[config.mk]
export PLATFORM = sky130hd
export DESIGN_NAME = sliding_median_filter_unit
export DESIGN_NICKNAME = d
export VERILOG_FILES = /design/src/hw/rtl/smf_pkg.sv /design/src/hw/rtl/sliding_median_filter_unit.sv /design/src/hw/rtl/smf_median_net.sv
export SDC_FILE = /design/constraint.sdc
export NUM_CORES = 1
export LEC_CHECK = 0
export BUFFER_PORTS_ARGS = -buffer_cell sky130_fd_sc_hd__buf_4
export CAP_MARGIN = 40
export CORE_MARGIN = 2
export CORE_UTILIZATION = 65
export CTS_CLUSTER_DIAMETER = 80
export DETAILED_ROUTE_END_ITERATION = 6
export GPL_ROUTABILITY_DRIVEN = 0
export PLACE_DENSITY = 0.84
export SLEW_MARGIN = 20
export SYNTH_ARGS = -nofsm -noshare
export SYNTH_HDL_FRONTEND = slang
export SYNTH_HIERARCHICAL = 1
export SYNTH_SLANG_ARGS = --single-unit
[constraint.sdc]
create_clock -name clk -period 54.8 [get_ports clk]
set_clock_uncertainty 0.1 [all_clocks]
set_input_delay 10.96 -clock clk [delete_from_list [all_inputs] [get_ports clk]]
set_output_delay 10.96 -clock clk [all_outputs]
set_load 0.01 [all_outputs]
[src/hw/rtl/smf_pkg.sv]
// shared types, constants and helpers for the sliding median filter
package smf_pkg;

  localparam int unsigned SAMPLE_W   = 16;
  localparam int unsigned MAX_WINDOW = 7;
  localparam int unsigned LEN_W      = 3;
  localparam int unsigned MID_IDX    = MAX_WINDOW / 2;

  typedef logic signed [SAMPLE_W-1:0] sample_t;
  typedef logic [LEN_W-1:0]           len_t;
  typedef sample_t                    win_t [MAX_WINDOW];

  localparam len_t    LEN_RESET  = len_t'(3);
  localparam len_t    LEN_MIN    = len_t'(3);
  localparam len_t    LEN_MAX    = len_t'(7);
  localparam sample_t SAMPLE_MAX = {1'b0, {(SAMPLE_W-1){1'b1}}};
  localparam sample_t SAMPLE_MIN = {1'b1, {(SAMPLE_W-1){1'b0}}};

  // odd lengths from three up to the window depth filter, the rest pass through
  function automatic logic len_valid(input len_t len);
    len_valid = (len >= LEN_MIN) && (len <= LEN_MAX) && len[0]
                && ({1'b0, len} <= (LEN_W+1)'(MAX_WINDOW));
  endfunction

endpackage

[src/hw/rtl/sliding_median_filter_unit.sv]
// sliding median filter top level: window shift, input stage and result register
//
//   port group | direction | handshake           | payload
//   in_        | in        | in_valid / in_stall  | in_sample (16b signed)
//   out_       | out       | out_valid / out_stall| out_median (16b signed)
//   cfg_       | in        | cfg_wr_en            | cfg_wr_data (window length, 3b)
//
// one beat per cycle sustained while out_stall is low; each beat passes through
// the input stage, then the sorting network into the result register
// reset clears the window to zeros and sets the window length to three
// in_stall rises only while both the input stage and the result register are
// full and out_stall is high
module sliding_median_filter_unit (
  input  logic             clk,
  input  logic             rst_n,
  input  logic             cfg_wr_en,
  input  smf_pkg::len_t    cfg_wr_data,
  input  logic             in_valid,
  output logic             in_stall,
  input  smf_pkg::sample_t in_sample,
  output logic             out_valid,
  input  logic             out_stall,
  output smf_pkg::sample_t out_median
);

  smf_pkg::len_t    len_r;
  smf_pkg::win_t    win_r;
  logic             stg_valid_r;
  logic             stg_pass_r;
  smf_pkg::len_t    stg_len_r;
  smf_pkg::sample_t stg_sample_r;
  logic             out_valid_r;
  smf_pkg::sample_t out_median_r;

  logic             in_acc;
  logic             stg_adv;
  logic             len_ok;
  smf_pkg::sample_t net_median;

  assign len_ok   = smf_pkg::len_valid(len_r);
  assign stg_adv  = stg_valid_r && (!out_valid_r || !out_stall);
  assign in_stall = stg_valid_r && out_valid_r && out_stall;
  assign in_acc   = in_valid && !in_stall;

  always_ff @(posedge clk) begin
    if (!rst_n) begin
      len_r <= smf_pkg::LEN_RESET;
    end else if (cfg_wr_en) begin
      len_r <= cfg_wr_data;
    end
  end

  // window shifts only on filtering beats, newest sample at slot zero
  always_ff @(posedge clk) begin
    if (!rst_n) begin
      for (int k = 0; k < smf_pkg::MAX_WINDOW; k++) begin
        win_r[k] <= '0;
      end
    end else if (in_acc && len_ok) begin
      win_r[0] <= in_sample;
      for (int k = 1; k < smf_pkg::MAX_WINDOW; k++) begin
        win_r[k] <= win_r[k-1];
      end
    end
  end

  always_ff @(posedge clk) begin
    if (!rst_n) begin
      stg_valid_r <= 1'b0;
    end else if (in_acc) begin
      stg_valid_r <= 1'b1;
    end else if (stg_adv) begin
      stg_valid_r <= 1'b0;
    end
  end

  always_ff @(posedge clk) begin
    if (in_acc) begin
      stg_pass_r   <= !len_ok;
      stg_len_r    <= len_r;
      stg_sample_r <= in_sample;
    end
  end

  smf_median_net u_median_net (
    .win    (win_r),
    .len    (stg_len_r),
    .median (net_median)
  );

  always_ff @(posedge clk) begin
    if (!rst_n) begin
      out_valid_r <= 1'b0;
    end else if (stg_adv) begin
      out_valid_r <= 1'b1;
    end else if (!out_stall) begin
      out_valid_r <= 1'b0;
    end
  end

  always_ff @(posedge clk) begin
    if (stg_adv) begin
      out_median_r <= stg_pass_r ? stg_sample_r : net_median;
    end
  end

  assign out_valid  = out_valid_r;
  assign out_median = out_median_r;

endmodule

[src/hw/rtl/smf_median_net.sv]
// median of the newest window samples through a padded odd-even sorting network
module smf_median_net (
  input  smf_pkg::win_t    win,
  input  smf_pkg::len_t    len,
  output smf_pkg::sample_t median
);

  smf_pkg::win_t padded;
  smf_pkg::win_t sorted;

  // unused slots alternate between the largest and smallest value, equal in
  // number, so the middle of the full sort is the median of the used slots
  always_comb begin
    for (int k = 0; k < smf_pkg::MAX_WINDOW; k++) begin
      if (k < int'(len)) begin
        padded[k] = win[k];
      end else if ((k % 2) == 1) begin
        padded[k] = smf_pkg::SAMPLE_MAX;
      end else begin
        padded[k] = smf_pkg::SAMPLE_MIN;
      end
    end
  end

  always_comb begin
    smf_pkg::sample_t tmp;
    tmp    = '0;
    sorted = padded;
    for (int r = 0; r < smf_pkg::MAX_WINDOW; r++) begin
      for (int i = r % 2; i + 1 < smf_pkg::MAX_WINDOW; i += 2) begin
        if (sorted[i] > sorted[i+1]) begin
          tmp         = sorted[i];
          sorted[i]   = sorted[i+1];
          sorted[i+1] = tmp;
        end
      end
    end
  end

  assign median = sorted[smf_pkg::MID_IDX];

endmodule
==> results of run 1 <==
==> logic make-up after synthesis <==
family | share of synthesized area [%]
xor+xnor | 0.640
simple gates | 21.8
buf+inv | 6.95
compound gates | 21.8
flops | 17.9
fa+ha+maj | 17.3
mux | 13.6
==> layout make-up <==
class	count	area, um2
Inverter	181	679
Tap cell	384	480
Fill cell	2290	8520
Sequential cell	153	3420
Clock buffer	17	425
Timing Repair Buffer	69	658
Multi-Input combinational cell	2132	14500
Clock inverter	15	176
==> worst max-delay path, delay by kind of cell (launching register included) <==
family	cells	cell delay (ns)
fa+ha+maj	7	2.27
simple gates	28	5.42
flops	1	0.66
buf+inv	6	1.36
xor+xnor	1	0.33
mux	5	1.58
compound gates	49	10.85
==> stage by stage <==
stage | setup slack [ns] | instance area, um2 | std cells | hold slack (ns) | util (%)
floorplan | 32.58 | 19200 | 2598 | 0.326 | -
global placement | 32.32 | 19500 | 2907 | 0.340 | 67.6
detailed placement | 32.31 | 19600 | 2914 | 0.348 | 68.1
CTS | 32.31 | 20200 | 2946 | 0.361 | 70.1
global route | 30.76 | 20300 | 2951 | 0.374 | 70.5
finish | 31.95 | 20300 | 2951 | 0.365 | 70.5
==> worst paths after layout <==
kind                startpoint  depth (start not counted)             end
setup / recovery  stg_len_r[2]                         96  out_median[13]
setup reg to reg  stg_len_r[2]                         96  out_median[13]
hold / removal        win_r[7]                          2        win_r[7]
hold reg to reg       win_r[7]                          2        win_r[7]
==> registers in the layout (all words and copies together), names as in the netlist <==
name / cells
len_r: 3
out_median: 16
out_valid: 1
stg_len_r: 3
stg_pass_r: 1
stg_sample_r: 16
stg_valid_r: 1
win_r: 112
==> cells in the final DEF (no fill, tap or decap), types with 15 or more instances in the layout <==
master     netlist  final
a21oi_1        264    264
mux2_2          29     29
nand2b_1        55     55
ha_1           264    264
nor2b_1         47     46
a31oi_1         20     20
and3_1          15     15
nor3_1          37     36
nor2_1         219    216
nand4_1         46     46
buf_4            5     58
o21ai_1         18     19
nand2_1        368    368
clkbuf_16        0     17
o21ai_0        196    195
and2_1          21     21
nand3_1         32     32
mux2i_1        221    221
o211ai_1        15     15
a21o_1          55     55
dfxtp_1        117    117
edfxtp_1        36     36
inv_1          181    181
==> layer usage <==
metal	vias up	routed length, um	GRT usage, %	part of all wire [%]
met2	1055	26200	59.4	44
met3	213	5760	5.15	9.6
li1	9196	-	-	-
met1	9030	24400	50.1	41
met5	-	12	0	0.020
met4	2	3700	20.9	6.2
==> results.md, run 1 <==
- Layout cells sized above 1: under 10%
- Synth-to-layout area growth: 6.13%
- Most used DFF post-synth: dfxtp_1
- Status: finished, final reports clean
- Yosys warning total: 6
- Final Cycle Share: about two fifths
- Remaining Overflow, GRT: 0
- Clock root cell: clkbuf_16
- TNS Setup: 0 ns
- CTS Buffer Depth: 2
- Post-Synthesis Cell Area: 0.0192 mm2
- Setup CP Type: reg -> reg
- Crit path DAT: about 23 ns
- Post-CTS Setup Bufs: 0
- Fmax achieved: 0.0438 GHz
- Dominant cell type by area after synthesis: ha_1
- Post-layout minimum cycle time: 22.85 ns
- Hold Vio Cnt, Final: 0
- Vias/cell: 6.61
- Die W: 176 um
- FF+latch count, synth: 153
- First-pass GRT wire length: 92000 um
- Clock sink count: 153
- Post-synth ARST share: 0%
- Final ANT Viol Nets: 0
- Hold Buf Count CTS: 0
- Synth top area share: roughly 17%
- Initial core utilization: between 60 and 70%
- Syn Area/Cell: 7.38 um2
- Tightest Hold Check Type: reg -> reg
- Reg clk slew, reported paths: approximately 0.08 ns
- Worst Setup End Kind: flip-flop
- Initial antenna violation count: 1
- Pin count of the biggest net entering global routing: 91
- Max-slew headroom: 38.8%
- Register area share after synthesis: 17.9%
- DR WL/cell: 20.4 um
- Antenna cells: 0
- CP dominant cell by count: a21oi_1
- Port Buffers: 41
- Synthesized instance count: 2598
- Critical path startpoint category: flip-flop
- Layout Nets: 2842
- TritonCTS clock tree: yes
- Num rows: 62
- Worst EP required: 54.89 ns
- Leading post-synthesis cells by instance count: 368 x nand2_1, 264 x a21oi_1, 264 x ha_1, 221 x mux2i_1, 219 x nor2_1
- Clk Latency, worst-skew pair: 0.44 ns
- HPWL after detailed placement: 47200 um
- R2R Setup Slk: around 32 ns
- Post-synth EDFFs: 36
- CP max FO: 32
- PostCTS Resize Cnt: 0
- Max_cap viols: 0
- Number of distinct library cells after synthesis: 93
- I/O pin count: 42
- Main area contributors after synthesis: ha_1 17%, dfxtp_1 12%, mux2i_1 12%
- Final setup viols: 0
- Gr usage total: 37.8%
- Inserted Clock Buffers: 17
- Chip Height: 176 um
- Slew at the pin with the worst max-slew slack: slightly above 0.9 ns
- Die area: 0.0309 mm2
- RSZ-0062 raised after global routing: false
- # H-tree levels: 4
- 1st-pass router iterations: 6
- Syn nets: 2886
- Via count: 19.5k
- Post-Route WL: 60100 um
- DRC viols: 0
- Vias in the first global route: 17.5k
- Initial DRC count: 2351
- Core area: 0.0289 mm2
- Slowest stage delay, CP: 0.66 ns
- Crit-path slowest cell: edfxtp_1
- Most common cell in the synthesized netlist: nand2_1
- Slew Limit Fails: 0
Power of run 1 is left out: the tool's default activity adds up to more than one toggle a clock period on the data nets, which glitch-free logic cannot reach.
==> run 2: changes to the inputs <==
--- a/config.mk
+++ b/config.mk
@@ -5,6 +5,7 @@
 export SDC_FILE = /design/constraint.sdc
 export NUM_CORES = 1
 export LEC_CHECK = 0
+export ABC_AREA = 1
 export BUFFER_PORTS_ARGS = -buffer_cell sky130_fd_sc_hd__buf_4
 export CAP_MARGIN = 40
 export CORE_MARGIN = 2
==> constraint.sdc (replaced) <==
create_clock -name clk -period 23.2 [get_ports clk]
set_clock_uncertainty 0.1 [all_clocks]
set_input_delay 4.64 -clock clk [delete_from_list [all_inputs] [get_ports clk]]
set_output_delay 4.64 -clock clk [all_outputs]
set_load 0.01 [all_outputs]
==> run 2 against run 1 <==
Against the previous run: the run now ends with design-rule violations left; critical path depth fell by 18; fmax rose by 21%; final cell count rose by 19%; cell area rose by 0.56%; flip-flop and latch count did not move; synthesized cell count rose by 23%; via count rose by 11%; core utilization fell by 1.1 points; sequential share of layout area fell by 0.094 points; global-route usage rose by 0.72 points; routed wire length rose by 2.4%; first-iteration DRC count rose by 35%.
==> results.md, run 2 <==
- Crit-path slowest cell: a2111oi_0 (was edfxtp_1)
- Final Cycle Share: 81.3% (was 41.7%)
- Die W: 177 um (was 176 um)
- Die area: 0.0312 mm2 (was 0.0309 mm2)
- Most used DFF post-synth: dfxtp_1 (unchanged)
- R2R Setup Slk: 4.35 ns (was 31.95 ns)
- Min Hold Slack: 0.374 ns (was 0.365 ns)
- Commonest non-fill, non-tap cells in the layout: 883 x nand2_1, 415 x o21ai_0, 371 x nor2_1 (was 368 x nand2_1, 264 x a21oi_1, 264 x ha_1)
- Setup CP Type: reg -> reg (unchanged)
- Chip Height: 177 um (was 176 um)
- Via count: 21.7k (was 19.5k)
- Worst EP required: 23.29 ns (was 54.89 ns)
- Post-CTS Setup Bufs: 0 (unchanged)
- Post-synth ARST share: 0% (unchanged)
- Num rows: 63 (was 62)
- Hold Path End: stg_len_r[0] (was win_r[7])
- Post-Route WL: 61600 um (was 60100 um)
- CP dominant cell by count: nand2_1 (was a21oi_1)
- Max reg flops: 112 (unchanged)
- Slowest stage delay, CP: 0.63 ns (was 0.66 ns)
- Vias in the first global route: 19.0k (was 17.5k)
- Status: finished, violations left (was finished, final reports clean)
- Hold Vio Cnt, Final: 0 (unchanged)
- Hold Path Stages: 0 (was 2)
- Fmax achieved: 0.0530 GHz (was 0.0438 GHz)
- Syn nets: 3475 (was 2886)
- Number of distinct library cells after synthesis: 46 (was 93)
- Slew Limit Fails: 0 (unchanged)
- Slew at the pin with the worst max-slew slack: 0.836 ns (was 0.910 ns)
- Worst Setup End Kind: flip-flop (unchanged)
- Leading post-synthesis cells by instance count: 883 x nand2_1, 415 x o21ai_0, 371 x nor2_1, 312 x inv_1, 264 x ha_1 (was 368 x nand2_1, 264 x a21oi_1, 264 x ha_1, 221 x mux2i_1, 219 x nor2_1)
- Initial DRC count: 3169 (was 2351)
- Synthesized instance count: 3187 (was 2598)
- Yosys warning total: 6 (unchanged)
- Final setup viols: 0 (unchanged)
- Failing checks: design-rule violations
- 1st-pass router iterations: 7 (was 6)
- Layout Nets: 3399 (was 2842)
- Main area contributors after synthesis: nand2_1 17%, ha_1 17%, dfxtp_1 12% (was ha_1 17%, dfxtp_1 12%, mux2i_1 12%)
- Port Buffers: 41 (unchanged)
- Met2 usage: 60.6% (was 59.4%)
- HPWL after detailed placement: 48500 um (was 47200 um)
- Crit path DAT: 18.94 ns (was 22.95 ns)
- Synth-to-layout area growth: 5.62% (was 6.13%)
- Commonest non-fill, non-tap cell in the layout: nand2_1 (unchanged)
- Placed insts: 3478 (was 2914)
- Syn Area/Cell: 6.08 um2 (was 7.38 um2)
- Gr usage total: 38.5% (was 37.8%)
- PostCTS Resize Cnt: 0 (unchanged)
- Max-slew headroom: 44.1% (was 38.8%)
- FF-to-FF End: out_median[8] (was out_median[13])
- Post-layout minimum cycle time: 18.85 ns (was 22.85 ns)
- R2R Path Start: stg_len_r[2] (unchanged)
- Remaining Overflow, GRT: 0 (unchanged)
- Met1 Use GR: 52.0% (was 50.1%)
- Core area: 0.0295 mm2 (was 0.0289 mm2)
- Register area share after synthesis: 17.7% (was 17.9%)
- Vias/cell: 6.18 (was 6.61)
- Biggest register: win_r (unchanged)
- Most common cell in the synthesized netlist: nand2_1 (unchanged)
- Final ANT Viol Nets: 0 (unchanged)
- First-pass GRT wire length: 96100 um (was 92000 um)
- Post-Synth XOR/XNOR Area: 0% (was 0.640%)
- Post-synth EDFFs: 36 (unchanged)
- TritonCTS clock tree: yes (unchanged)
- Main combinational cell family by area after synthesis: simple AND/OR/NAND/NOR gates (was compound AO/OA/AOI/OAI gates)
- Antenna cells: 0 (unchanged)
- CP max FO: 39 (was 32)
- Simple-gate share of the synthesized area: 38.4% (was 21.8%)
- Tightest Hold Check Type: reg -> reg (unchanged)
- Post-layout util: 69.4% (was 70.5%)
- Clock sink count: 153 (unchanged)
- I/O pin count: 42 (unchanged)
- Grt peak-use layer: met2 (unchanged)
- Clock root cell: clkbuf_16 (unchanged)
- Pin count of the biggest net entering global routing: 91 (unchanged)
- Fillcell total: 2639 (was 2290)
- # H-tree levels: 4 (unchanged)
- R2R depth: 78 (was 96)
- Multiplexer share of the synthesized area: 0.931% (was 13.6%)
- Clk Latency, worst-skew pair: 0.45 ns (was 0.44 ns)
- DRC viols: 2 (was 0)
- Layout cells sized above 1: 7.27% (was 6.66%)
- Post-synthesis compound-gate area fraction: 15.8% (was 21.8%)
- Worst Min Path Start: len_r[0] (was win_r[7])
- Synth Area in Adders: 17.1% (was 17.3%)
- Non-Filler Instances: 3514 (was 2951)
- Met3 Track Usage GR: 5.86% (was 5.15%)
- Inserted Clock Buffers: 17 (unchanged)
- Hold Buf Count CTS: 0 (unchanged)
- CTS Buffer Depth: 2 (unchanged)
- DR WL/cell: 17.5 um (was 20.4 um)
- Initial antenna violation count: 0 (was 1)
- Dominant cell type by area after synthesis: nand2_1 (was ha_1)
- Synth top area share: 17.1% (was 17.2%)
- FF+latch count, synth: 153 (unchanged)
- TNS Setup: 0 ns (unchanged)
- Max_cap viols: 0 (unchanged)
- Post-Synthesis Cell Area: 0.0194 mm2 (was 0.0192 mm2)
- RSZ-0062 raised after global routing: false (unchanged)
- Critical path startpoint category: flip-flop (unchanged)
- Reg clk slew, reported paths: 0.07 ns (was 0.08 ns)
- Initial core utilization: 65.7% (was 66.4%)
==> run 2: cell types whose count changed after synthesis, sizes merged, moves of 140 or more <==
cell and delta:
nand2 +570, mux2i -223, o21ai +208, a21oi -160, nor2 +158, inv +148, nand4 +140
==> run 2: routing by layer <==
metal	wire (um)	share of wire (%)
met5	0	0
met4	2800	4.5
met3	6180	10
met2	27300	44
met1	25400	41
==> run 2: cell type report <==
class / instances / area, um2 / share of cell area [%]
tap: 390 / 488 / 2.39
timing repair buffer: 64 / 671 / 3.28
clock inverter: 13 / 153 / 0.746
multi-input combinational: 2542 / 14000 / 68.4
inverter: 333 / 1250 / 6.14
sequential: 153 / 3420 / 16.7
clock buffer: 19 / 464 / 2.27
==> run 2: cell families after synthesis <==
group                      after synthesis
AOI/OAI and AO/OA                      579
adders and majority gates              264
buffers and inverters                  492
DFF                                    153
muxes                                   16
and+or+nand+nor                       1683
==> run 2: worst max-delay path: cells and delay by family (launching register included) <==
family	cells	cell delay, ns
buf+inv	13	4.29
flops	1	0.58
mux	1	0.27
fa+ha+maj	7	2.50
compound gates	18	4.08
simple gates	39	6.67
==> run 2: how the worst max path moves through the flow <==
stage / end / cells after the start / from
2_1_floorplan: out_median[10] / 97 / stg_len_r[2]
3_3_place_gp: out_median[8] / 74 / stg_len_r[2]
3_5_place_dp: out_median[2] / 75 / stg_len_r[2]
4_1_cts: out_median[8] / 75 / stg_len_r[2]
5_1_grt: out_median[8] / 82 / stg_len_r[2]
6_report: out_median[8] / 78 / stg_len_r[2]
==> run 2: through the flow <==
| step | worst slack (ns) | cell area [um2] |
|---|---|---|
| after detailed placement | 4.60 | 19800 |
| after floorplan | 8.42 | 19400 |
| after CTS | 4.54 | 20400 |
| after global placement | 4.03 | 19500 |
| final | 4.35 | 20500 |
| after global routing | 2.48 | 20500 |
Power of run 2 is left out for the same reason.
